<file path="config.mk">
export PLATFORM = sky130hd
export DESIGN_NAME = dc_calibrated_window_peak_detector_unit
export DESIGN_NICKNAME = d
export VERILOG_FILES = /design/src/design/dcwpd_pkg.sv /design/src/design/dcwpd_ctrl.sv /design/src/design/dcwpd_datapath.sv /design/src/design/dc_calibrated_window_peak_detector_unit.sv
export SDC_FILE = /design/constraint.sdc
export NUM_CORES = 1
export LEC_CHECK = 0
export BUFFER_PORTS_ARGS = -buffer_cell sky130_fd_sc_hd__buf_2
export CORE_MARGIN = 1.5
export CORE_UTILIZATION = 60
export DETAILED_ROUTE_END_ITERATION = 6
export PLACE_DENSITY = 0.78
export SLEW_MARGIN = 0
export SYNTH_ARGS = -nofsm -noshare
export SYNTH_HDL_FRONTEND = slang
export SYNTH_HIERARCHICAL = 1
export SYNTH_SLANG_ARGS = --single-unit
</file>
<file path="constraint.sdc">
create_clock -name clk -period 11.1 [get_ports clk]
set_clock_uncertainty 0.15 [all_clocks]
set_input_delay 3.33 -clock clk [delete_from_list [all_inputs] [get_ports clk]]
set_output_delay 3.33 -clock clk [all_outputs]
set_load 0.02 [all_outputs]
</file>
<file path="src/design/dcwpd_pkg.sv">
// Package for the DC-calibrated window peak detector.
// Holds the payload structs, the register indexes, the widths and the
// controller/datapath command and status bundles. No dependencies.
package dcwpd_pkg;

  // Field and state widths.
  localparam int SAMPLE_BITS  = 12;
  localparam int VALUE_BITS   = 12;
  localparam int CHAN_BITS    = 3;
  localparam int WIN_BITS     = 12;
  localparam int CALN_BITS    = 16;
  localparam int SUM_BITS     = 28;
  localparam int CFG_IDX_BITS = 2;
  localparam int CFG_BITS     = 16;

  // Divider steps: one quotient bit per step.
  localparam int DIV_STEPS     = VALUE_BITS;
  localparam int DIV_CNT_BITS  = $clog2(DIV_STEPS);

  // Register indexes of the configuration port.
  localparam logic [CFG_IDX_BITS-1:0] REG_WINDOW_LENGTH = 2'd0;
  localparam logic [CFG_IDX_BITS-1:0] REG_CAL_SAMPLES   = 2'd1;
  localparam logic [CFG_IDX_BITS-1:0] REG_SEL_CHANNEL   = 2'd2;
  localparam logic [CFG_IDX_BITS-1:0] REG_INITIAL_MEAN  = 2'd3;

  // Register reset values.
  localparam logic [WIN_BITS-1:0]   WINDOW_LENGTH_RST = 12'd120;
  localparam logic [CALN_BITS-1:0]  CAL_SAMPLES_RST   = 16'd48000;
  localparam logic [CHAN_BITS-1:0]  SEL_CHANNEL_RST   = 3'd6;
  localparam logic [VALUE_BITS-1:0] INITIAL_MEAN_RST  = 12'd2048;

  // Result kinds.
  localparam logic KIND_MEAN = 1'b0;
  localparam logic KIND_PEAK = 1'b1;

  typedef struct packed {
    logic [SAMPLE_BITS-1:0] sample;
    logic [CHAN_BITS-1:0]   channel;
  } item_t;

  typedef struct packed {
    logic [VALUE_BITS-1:0] value;
    logic                  kind;
  } result_t;

  // Commands from the controller to the datapath.
  typedef struct packed {
    logic take;       // an input beat is accepted this cycle
    logic div_step;   // run one divider step
    logic emit_mean;  // load the quotient as the mean and present it
  } cmd_t;

  // Status from the datapath to the controller.
  typedef struct packed {
    logic sel_match;    // current input is on the selected channel
    logic calibrating;  // calibration phase still active
    logic cal_full;     // this sample completes the calibration sum
    logic win_close;    // this sample closes a peak window
    logic div_last;     // the divider runs its final step
  } status_t;

endpackage

</file>
<file path="src/design/dcwpd_ctrl.sv">
// Controller for the DC-calibrated window peak detector.
// Sequences accept, the end-of-calibration divide and the output register
// valid flag. Depends on dcwpd_pkg.
module dcwpd_ctrl (
  input  logic              clk,
  input  logic              rst,
  input  logic              item_valid,
  output logic              item_stall,
  output logic              result_valid,
  input  logic              result_stall,
  input  dcwpd_pkg::status_t status,
  output dcwpd_pkg::cmd_t    cmd
);
  import dcwpd_pkg::*;

  localparam logic [1:0] ST_RUN  = 2'd0;
  localparam logic [1:0] ST_DIV  = 2'd1;
  localparam logic [1:0] ST_EMIT = 2'd2;

  logic [1:0] state;
  logic [1:0] state_next;
  logic       out_free;
  logic       take;
  logic       start_div;
  logic       peak_out;

  // The output register can be loaded when empty or being drained.
  assign out_free   = !result_valid || !result_stall;
  assign item_stall = !((state == ST_RUN) && out_free);
  assign take       = item_valid && !item_stall;

  assign start_div = take && status.sel_match && status.calibrating && status.cal_full;
  assign peak_out  = take && status.sel_match && !status.calibrating && status.win_close;

  assign cmd.take      = take;
  assign cmd.div_step  = (state == ST_DIV);
  assign cmd.emit_mean = (state == ST_EMIT) && out_free;

  // Next-state logic.
  always_comb begin
    state_next = state;
    case (state)
      ST_RUN: begin
        if (start_div) state_next = ST_DIV;
      end
      ST_DIV: begin
        if (status.div_last) state_next = ST_EMIT;
      end
      ST_EMIT: begin
        if (out_free) state_next = ST_RUN;
      end
      default: state_next = ST_RUN;
    endcase
  end

  // State and output valid flag.
  always_ff @(posedge clk) begin
    if (rst) begin
      state        <= ST_RUN;
      result_valid <= 1'b0;
    end else begin
      state <= state_next;
      if (peak_out || cmd.emit_mean) begin
        result_valid <= 1'b1;
      end else if (!result_stall) begin
        result_valid <= 1'b0;
      end
    end
  end

endmodule

</file>
<file path="src/design/dcwpd_datapath.sv">
// Datapath for the DC-calibrated window peak detector.
// Holds the configuration registers, calibration sum, restoring divider,
// window peak tracking and the output register. Depends on dcwpd_pkg.
module dcwpd_datapath (
  input  logic                                clk,
  input  logic                                rst,
  input  logic                                cfg_write,
  input  logic [dcwpd_pkg::CFG_IDX_BITS-1:0]  cfg_index,
  input  logic [dcwpd_pkg::CFG_BITS-1:0]      cfg_data,
  input  dcwpd_pkg::item_t                    item,
  output dcwpd_pkg::result_t                  result,
  input  dcwpd_pkg::cmd_t                     cmd,
  output dcwpd_pkg::status_t                  status
);
  import dcwpd_pkg::*;

  // Configuration registers. The initial mean is held directly in dc_mean.
  logic [WIN_BITS-1:0]   window_length;
  logic [CALN_BITS-1:0]  calibration_samples;
  logic [CHAN_BITS-1:0]  selected_channel;

  // Processing state.
  logic                  calibrating;
  logic [SUM_BITS-1:0]   cal_sum;
  logic [CALN_BITS-1:0]  cal_count;
  logic [VALUE_BITS-1:0] dc_mean;
  logic [WIN_BITS-1:0]   window_count;
  logic [VALUE_BITS-1:0] window_peak;

  // Divider state.
  logic [CALN_BITS-1:0]    div_rem;
  logic [CALN_BITS-1:0]    div_divisor;
  logic [VALUE_BITS-1:0]   div_bits;
  logic [VALUE_BITS-1:0]   div_quot;
  logic [DIV_CNT_BITS-1:0] div_cnt;

  logic [VALUE_BITS-1:0] s;
  logic [SUM_BITS-1:0]   cal_sum_next;
  logic [CALN_BITS-1:0]  cal_count_next;
  logic [CALN_BITS-1:0]  cal_need;
  logic [VALUE_BITS-1:0] dev;
  logic [VALUE_BITS-1:0] window_peak_next;
  logic [WIN_BITS-1:0]   window_count_next;
  logic [WIN_BITS-1:0]   win_need;
  logic [CALN_BITS:0]    div_trial;
  logic                  div_fit;
  logic                  use_sample;

  assign s = VALUE_BITS'(item.sample);

  // Calibration sum and count for the current sample.
  assign cal_sum_next   = cal_sum + SUM_BITS'(s);
  assign cal_count_next = cal_count + 1'b1;
  assign cal_need       = (calibration_samples == '0) ? CALN_BITS'(1) : calibration_samples;

  // Absolute deviation from the mean and the running window peak.
  assign dev               = (s >= dc_mean) ? (s - dc_mean) : (dc_mean - s);
  assign window_peak_next  = (dev > window_peak) ? dev : window_peak;
  assign window_count_next = window_count + 1'b1;
  assign win_need          = (window_length == '0) ? WIN_BITS'(1) : window_length;

  assign status.sel_match   = (item.channel == selected_channel);
  assign status.calibrating = calibrating;
  assign status.cal_full    = (cal_count_next != '0) && (cal_count_next >= cal_need);
  assign status.win_close   = (window_count_next == '0) || (window_count_next >= win_need);
  assign status.div_last    = (div_cnt == '0);

  // One restoring-division step: shift in the next sum bit and try a subtract.
  assign div_trial = {div_rem, div_bits[VALUE_BITS-1]};
  assign div_fit   = (div_trial >= {1'b0, div_divisor});

  assign use_sample = cmd.take && status.sel_match;

  // Configuration registers; an initial_mean write loads the mean below.
  always_ff @(posedge clk) begin
    if (rst) begin
      window_length       <= WINDOW_LENGTH_RST;
      calibration_samples <= CAL_SAMPLES_RST;
      selected_channel    <= SEL_CHANNEL_RST;
    end else if (cfg_write) begin
      case (cfg_index)
        REG_WINDOW_LENGTH: window_length       <= cfg_data[WIN_BITS-1:0];
        REG_CAL_SAMPLES:   calibration_samples <= cfg_data[CALN_BITS-1:0];
        REG_SEL_CHANNEL:   selected_channel    <= cfg_data[CHAN_BITS-1:0];
        default: ;
      endcase
    end
  end

  // Calibration, window tracking and mean.
  always_ff @(posedge clk) begin
    if (rst) begin
      calibrating  <= 1'b1;
      cal_sum      <= '0;
      cal_count    <= '0;
      dc_mean      <= INITIAL_MEAN_RST;
      window_count <= '0;
      window_peak  <= '0;
    end else begin
      if (cfg_write && (cfg_index == REG_INITIAL_MEAN) && calibrating) begin
        dc_mean <= cfg_data[VALUE_BITS-1:0];
      end
      if (use_sample && calibrating) begin
        cal_sum   <= cal_sum_next;
        cal_count <= cal_count_next;
      end else if (use_sample) begin
        if (status.win_close) begin
          window_count <= '0;
          window_peak  <= '0;
        end else begin
          window_count <= window_count_next;
          window_peak  <= window_peak_next;
        end
      end
      if (cmd.emit_mean) begin
        dc_mean      <= div_quot;
        calibrating  <= 1'b0;
        window_count <= '0;
        window_peak  <= '0;
      end
    end
  end

  // Iterative divider: the quotient fits in the value width, so the upper sum
  // bits seed the remainder and one quotient bit is formed per cycle.
  always_ff @(posedge clk) begin
    if (rst) begin
      div_cnt <= '0;
    end else if (use_sample && calibrating && status.cal_full) begin
      div_cnt <= DIV_CNT_BITS'(DIV_STEPS - 1);
    end else if (cmd.div_step && !status.div_last) begin
      div_cnt <= div_cnt - 1'b1;
    end
  end

  always_ff @(posedge clk) begin
    if (use_sample && calibrating && status.cal_full) begin
      div_rem     <= cal_sum_next[SUM_BITS-1:VALUE_BITS];
      div_bits    <= cal_sum_next[VALUE_BITS-1:0];
      div_divisor <= cal_count_next;
      div_quot    <= '0;
    end else if (cmd.div_step) begin
      div_rem  <= div_fit ? CALN_BITS'(div_trial - {1'b0, div_divisor})
                          : div_trial[CALN_BITS-1:0];
      div_bits <= {div_bits[VALUE_BITS-2:0], 1'b0};
      div_quot <= {div_quot[VALUE_BITS-2:0], div_fit};
    end
  end

  // Output register.
  always_ff @(posedge clk) begin
    if (cmd.emit_mean) begin
      result.value <= div_quot;
      result.kind  <= KIND_MEAN;
    end else if (use_sample && !calibrating && status.win_close) begin
      result.value <= window_peak_next;
      result.kind  <= KIND_PEAK;
    end
  end

endmodule

</file>
<file path="src/design/dc_calibrated_window_peak_detector_unit.sv">
// Top level of the DC-calibrated window peak detector.
// Joins the controller and the datapath. Depends on dcwpd_pkg, dcwpd_ctrl
// and dcwpd_datapath.
//
// Samples on channels other than selected_channel are taken and dropped.
// The first calibration_samples selected samples are summed; the last of them
// starts a 12-step restoring divider (one quotient bit per cycle), after which
// the mean is presented once as a kind 0 beat. From then on the absolute
// deviation from the mean is tracked over windows of window_length selected
// samples and each window peak is presented as a kind 1 beat. One sample is
// taken per cycle while the output register is empty or being drained; the
// calibrating sample that ends the sum stalls further samples through the
// divide and until the mean is presented. Configuration writes take effect on
// the next cycle; an initial_mean write is ignored once calibration ends.
module dc_calibrated_window_peak_detector_unit (
  input  logic                               clk,
  input  logic                               rst,
  input  logic                               cfg_write,
  input  logic [dcwpd_pkg::CFG_IDX_BITS-1:0] cfg_index,
  input  logic [dcwpd_pkg::CFG_BITS-1:0]     cfg_data,
  input  logic                               item_valid,
  output logic                               item_stall,
  input  dcwpd_pkg::item_t                   item,
  output logic                               result_valid,
  input  logic                               result_stall,
  output dcwpd_pkg::result_t                 result
);
  import dcwpd_pkg::*;

  cmd_t    cmd;
  status_t status;

  // Sequencing of accepts, the divide and the output valid flag.
  dcwpd_ctrl u_ctrl (
    .clk          (clk),
    .rst          (rst),
    .item_valid   (item_valid),
    .item_stall   (item_stall),
    .result_valid (result_valid),
    .result_stall (result_stall),
    .status       (status),
    .cmd          (cmd)
  );

  // Registers, arithmetic and the output payload.
  dcwpd_datapath u_datapath (
    .clk       (clk),
    .rst       (rst),
    .cfg_write (cfg_write),
    .cfg_index (cfg_index),
    .cfg_data  (cfg_data),
    .item      (item),
    .result    (result),
    .cmd       (cmd),
    .status    (status)
  );

endmodule
</file>
# [Word level (Yosys, flattened, before mapping)]
# Index checks and enable logic that the tools add are counted.
[classes] mux=23 n_eq_ne=10 n_lt_le_gt_ge=5 n_bitwise=1 add_sub_neg=7 reduce_logical=38
[op_table] cell="$mux 12" count=9
[op_table] cell="$mux 16" count=4
[op_table] cell="$add 28x12->28" count=1
[op_table] cell="$mux 13" count=2
[op_table] cell="$ge 12x12->1" count=2
[op_table] cell="$logic_not 12->1" count=2
[op_table] cell="$sub 12x12->12" count=2
[op_table] cell="$ge 17x16->1" count=1
[op_table] cell="$add 16x1->16 const B" count=1
[op_table] cell="$ge 16x16->1" count=1
[op_table] cell="$logic_not 16->1" count=1
[op_table] cell="$reduce_bool 16->1" count=1
[op_table] cell="$sub 16x16->16" count=1
[op_table] cell="$add 12x1->12 const B" count=1
[op_table] cell="$gt 12x12->1" count=1
[op_table] cell="$logic_and 1x1->1" count=12
[op_table] cell="$mux 4" count=2
[op_table] cell="$reduce_and 2->1" count=4
[op_table] cell="$reduce_bool 2->1" count=4
[op_table] cell="$eq 2x2->1 const B" count=3
[op_table] cell="$mux 2" count=3
[op_table] cell="$ne 2x1->1 const B" count=3
[op_table] cell="$pmux 2 s3" count=1
[op_table] cell="$logic_not 1->1" count=5
[op_table] cell="other kinds (11)" count=17
[word_totals] input_bits=38 word_cells=103 reg_bits=188 output_inout_bits=15

# [Longest topological paths before layout]
[logic_depth] ltp_word=9 depth_mapped=23 ltp_nobuf=21

# [Modules after synthesis]
# Netlist, hierarchy kept.
[by_module_without_submodules] module="dcwpd_datapath" n_inst=1 seq_area_each_um2=4264.1 area_each_um2=11917.7 cells_each=1404
[by_module_without_submodules] module="dcwpd_ctrl" n_inst=1 seq_area_each_um2=60.1 area_each_um2=177.7 cells_each=21

# [Worst setup path after synthesis]
# OpenSTA, ideal clock, no wires.
[synth_path] kind="input-to-reg" from="input port item[3] (netlist name)" to="register u_datapath/result[2] (netlist name)" path_slack_ns=3.327 setup_time_ns=0.257 path_buffers=2 stages=21 t_required_ns=10.693 arrival_time_ns=7.366 cell_sequence="inv_1 > ha_1 > inv_1 > fa_1 > nand3_1 > nand3_1 > a41o_1 > or2_1 > buf_2 > buf_6 > mux2_4 > a221oi_2 > xor2_1 > inv_1 > ha_1 > nand4_1 > or2_2 > a21o_1 > a31oi_1 > mux2_2 > a32o_1"
[synth_between] elab_chain_cells=6 word_cells_on_any_way=8 cone_classes="add/sub (2); order compare (2); mux (4)"
[synth_rtl] item="from (decl)" line_no="dc_calibrated_window_peak_detector_unit.sv:23" text="input dcwpd_pkg::item_t item,"
[synth_rtl] item="$sub 12x12->12 / $ge 12x12->1 (equally long branches)" line_no="dcwpd_datapath.sv:57" text="assign dev = (s >= dc_mean) ? (s - dc_mean) : (dc_mean - s);"
[synth_rtl] item="$mux 12 *" line_no="dcwpd_datapath.sv:57"
[synth_rtl] item="$gt 12x12->1" line_no="dcwpd_datapath.sv:58" text="assign window_peak_next = (dev > window_peak) ? dev : window_peak;"
[synth_rtl] item="$mux 12 *" line_no="dcwpd_datapath.sv:58"
[synth_rtl] item="$mux 13 *" line_no="dcwpd_datapath.sv:155" text="end else if (use_sample && !calibrating && status.win_close) begin"
[synth_rtl] item="$mux 13 *" line_no="dcwpd_datapath.sv:152" text="if (cmd.emit_mean) begin"
# Mark *: on every way between the ends. The rest lies on a longest branch, timed or not. The select of a mux whose other input is x is not followed.
# A chain may end at the register's enable or synchronous reset.

# [Final worst setup path]
[layout_path] from="input port item[11] (netlist name)" to="register u_datapath/result[2] (netlist name)"
[layout_between] elab_chain_cells=6 word_cells_on_any_way=8 cone_classes="add/sub (2); order compare (2); mux (4)"
[layout_rtl] item="$sub 12x12->12 / $ge 12x12->1 (equally long branches)" line_no="dcwpd_datapath.sv:57"
[layout_rtl] item="$mux 12 *" line_no="dcwpd_datapath.sv:57"
[layout_rtl] item="$gt 12x12->1" line_no="dcwpd_datapath.sv:58"
[layout_rtl] item="$mux 12 *" line_no="dcwpd_datapath.sv:58"
[layout_rtl] item="$mux 13 *" line_no="dcwpd_datapath.sv:155"
[layout_rtl] item="$mux 13 *" line_no="dcwpd_datapath.sv:152"
# Marks and branches as above.

==> impl_metrics.ini <==
[placed_design]
dp_cells = 1682
gp_congestion = 0.8607
port_buffers = 52
post-place-ws_ps = 2196
placed_area_um2 = 12420
dp_hpwl_um = 20800

[hold_path]
whs_path_depth = 2
min_from = u_datapath/calibration_samples[0]
min_path_type = register to register
whs_endpoint = u_datapath/calibration_samples[0]

[job]
cap_violations = 0

[floorplanning]
io_pins = 53
num_rows = 51
core_area_um2 = 19590
die_y_um = 145.0
die_w_um = 145.0
initial_utilization = 0.6174
dieArea_um2 = 21020

[pwr]
peakVddDrop_uv = 106.3
powerDensity_nw_per_um2 = 115.3
p_leak_uw = 0.005362

[cts]
postCtsSetupRepairBufs = 0
insertion_delay_ps = 450
postCtsResizedCells = 0
cts_buffer_depth = 2
cts_hold_buf = 0
clock-sinks = 188
cts_tree = yes
htreeDepth = 4
cts-root-buf = clkbuf_16
cts.clk_slew.worst_paths_ps = 70
numCtsBuffers = 17

[worst_setup_path]
r2r_end = u_datapath/result[2]
required_ps = 11150
rr_worst_depth = 17
startpoint_type = input port
slowest_stage = a31oi_2
critPathCaptureType = register
path_max_fanout = 25
path_cells = buf_2, inv_1, ha_1, nand2_1, nor2_1, a41o_1, or2_1, mux2_2, a221oi_2, xor2_1, inv_1, ha_1, nand4_1, or2_2, a21o_1, a31oi_2, mux2_2, a32o_1
max_stage_delay_ps = 880
cp.arrival_ps = 8620
timing.rr.start = u_datapath/dc_mean[1]
critPathKind = input port to register
regToRegSetupSlack_ps = 5210

[grt]
antenna_found_initial = 1
grt_pass1_vias = 9286
grt_overflow_total = 0
grt_max_degree = 99
grt_first_pass_wirelength_um = 46460
grtUsageTotal = 0.2737

[timing]
fin_crit_sh = 0.7722
setup_viol = 0
hold_viol = 0
worst_slack_ps = 2528
tightest_slew_ps = 1099
relSlewSlack = 0.2648
rsz0062_at_grt = no
finalSetupTns_ps = 0
period_needed_ps = 8572
fmax_ghz = 0.1167
drv_slew = 0

[synth]
synth_ff_type = dfxtp_1
yosysWarningCount = 6
yosysUniqueCellTypes = 79
synth_area_um2 = 12100
synth_compound_area_frac = 0.1638
synth_top_family_by_area = simple AND/OR/NAND/NOR gates
ys_seq_area_frac = 0.3575
synth.avg_cell_area_um2 = 8.488
synth_simple_gate_area_frac = 0.1998
synth_nets = 1561
postSynthCellCount = 1425
yosys.area_share.adder = 0.1039
yosys.area_share.xor_xnor = 0.07169
synth_edf_count = 56
async_flop_share = 0
ys_ff_latch = 188
muxShareOfSynthArea = 0.04148

[finish]
drive_gt1_frac = 0.09041
instances_no_fill = 1715
finalInstanceArea_um2 = 12990
nFillCells = 1671
final_util = 0.6629
synthToLayoutAreaGrowth_pct = 7.365
fin_nets = 1572

[drt]
drcViolationCount = 0
drt_iter0_markers = 711
vias = 10200
drt_pre_antenna_iters = 6
wl_per_cell_um = 16.80
antenna_left = 0
vias_per_cell = 5.945
drt_wl_total_um = 28810

[status]
status = finished, final reports clean
-- stage by stage --
stage	hold WS, ps	power [uW]
2_1_floorplan	285.9	861.1
5_1_grt	337.8	1551
3_3_place_gp	293.9	905.3
3_5_place_dp	300.6	909.8
6_report	311.9	1498
4_1_cts	310.3	1500
-- worst max-delay path, delay by kind of cell --
kind	cells	cell delay, ps
compound gates	5	1830
simple gates	5	1260
mux	2	880
fa+ha+maj	2	740
xor+xnor	1	300
buf+inv	3	260
-- cells in the final DEF (no fill, tap or decap), types with 5 or more instances in the layout --
master       n
a211oi_1    12
nor4_1      15
or3_1       11
and3_1      15
o21a_1       5
a21oi_1    112
o211ai_1     5
nand3_1     37
a22oi_1     10
o21ai_1      5
mux2i_1     31
o21ai_0     67
xor2_1      50
nor3_1      23
edfxtp_1    56
and2_1       6
clkbuf_16   17
or2_2        6
a211o_1     17
nand4_1     17
a31oi_1      8
nor2b_1     26
nor2_1     149
dfxtp_1    132
a21o_1      25
nand2b_1    13
nand2_1    163
ha_1        94
o31ai_1      7
buf_4       10
mux2_2       5
xnor2_1     49
mux2_4       9
and4_1       6
inv_1      102
buf_2       51
-- cell usage after synthesis (9+ instances only) --
cell type  number  share of area
edfxtp_1       56           0.14
nand2b_1       13         0.0067
o21ai_0        67          0.028
xor2_1         50          0.036
nand2_1       163          0.051
or3_1          11         0.0057
nand3_1        37          0.015
nor2b_1        26          0.013
nor3_1         23         0.0095
a21o_1         25          0.016
clkbuf_1       41          0.013
inv_1         102          0.032
a211oi_1       12         0.0074
a21oi_1       112          0.046
dfxtp_1       132           0.22
a211o_1        17          0.012
nor2_1        150          0.047
buf_2          14         0.0058
and3_1         15         0.0078
xnor2_1        49          0.035
nor4_1         15         0.0078
a22oi_1        10         0.0062
a31oi_1         9         0.0047
mux2i_1        31          0.026
mux2_4          9          0.011
nand4_1        17         0.0088
ha_1           94          0.097
-- power by group --
part           switching, uW  internal, uW  leakage [uW]
Combinational            114          69.0       0.00353
Clock                    283           316      0.000275
Sequential              6.39           710       0.00156
Total                    403          1090       0.00536
-- cells by family (layout without fill, tap and decap cells) --
kind of cell             after synthesis  count (layout)
multiplexers                          45              45
AO/OA/AOI/OAI                        313             313
other                                  0               1
XOR/XNOR                              99              99
adder cells (fa/ha/maj)               98              98
buffers and inverters                172             196
flip-flops                           188             188
AND/OR/NAND/NOR                      510             510
-- area by class of cell --
cell class,count,area [um2],area share
sequential,188,4324,0.3330
timing repair buffer,61,330.3,0.02544
clock buffer,19,432.9,0.03334
inverter,103,389.1,0.02996
tap,265,331.6,0.02553
multi-input combinational,1065,7046,0.5425
clock inverter,13,130.1,0.01002
antenna,1,2.502,0.0001927
-- flip-flops by register name, indices dropped and copies added, names as in the netlist --
register                        count
u_datapath/div_rem                 16
u_datapath/calibration_samples     16
u_datapath/cal_count               16
u_datapath/result                  13
u_datapath/dc_mean                 12
u_datapath/calibrating              1
u_datapath/cal_sum                 28
u_ctrl/result_valid                 1
u_datapath/div_divisor             16
u_datapath/window_length           12
u_datapath/div_quot                12
u_datapath/window_count            12
u_datapath/div_bits                12
u_datapath/selected_channel         3
u_datapath/window_peak             12
u_datapath/div_cnt                  4
u_ctrl/state                        2
-- metal layers --
layer	track usage	vias up	share of wire
li1	-	5002	-
met5	0	-	0
met1	0.3820	4801	0.47
met4	0.1010	0	0.026
met3	0.04025	52	0.058
met2	0.4299	341	0.45
-- worst max-delay path by stage --
| stage | startpoint | endpoint | slack (ps) |
|---|---|---|---|
| 6_report | item[11] | u_datapath/result[2] | 2530 |
| 2_1_floorplan | item[3] | u_datapath/result[2] | 3330 |
| 4_1_cts | item[11] | u_datapath/result[2] | 2640 |
| 5_1_grt | item[11] | u_datapath/window_peak[10] | 2240 |
| 3_3_place_gp | item[11] | u_datapath/result[2] | 2240 |
| 3_5_place_dp | item[11] | u_datapath/result[2] | 2200 |
Power figures use the tool's default switching activity.
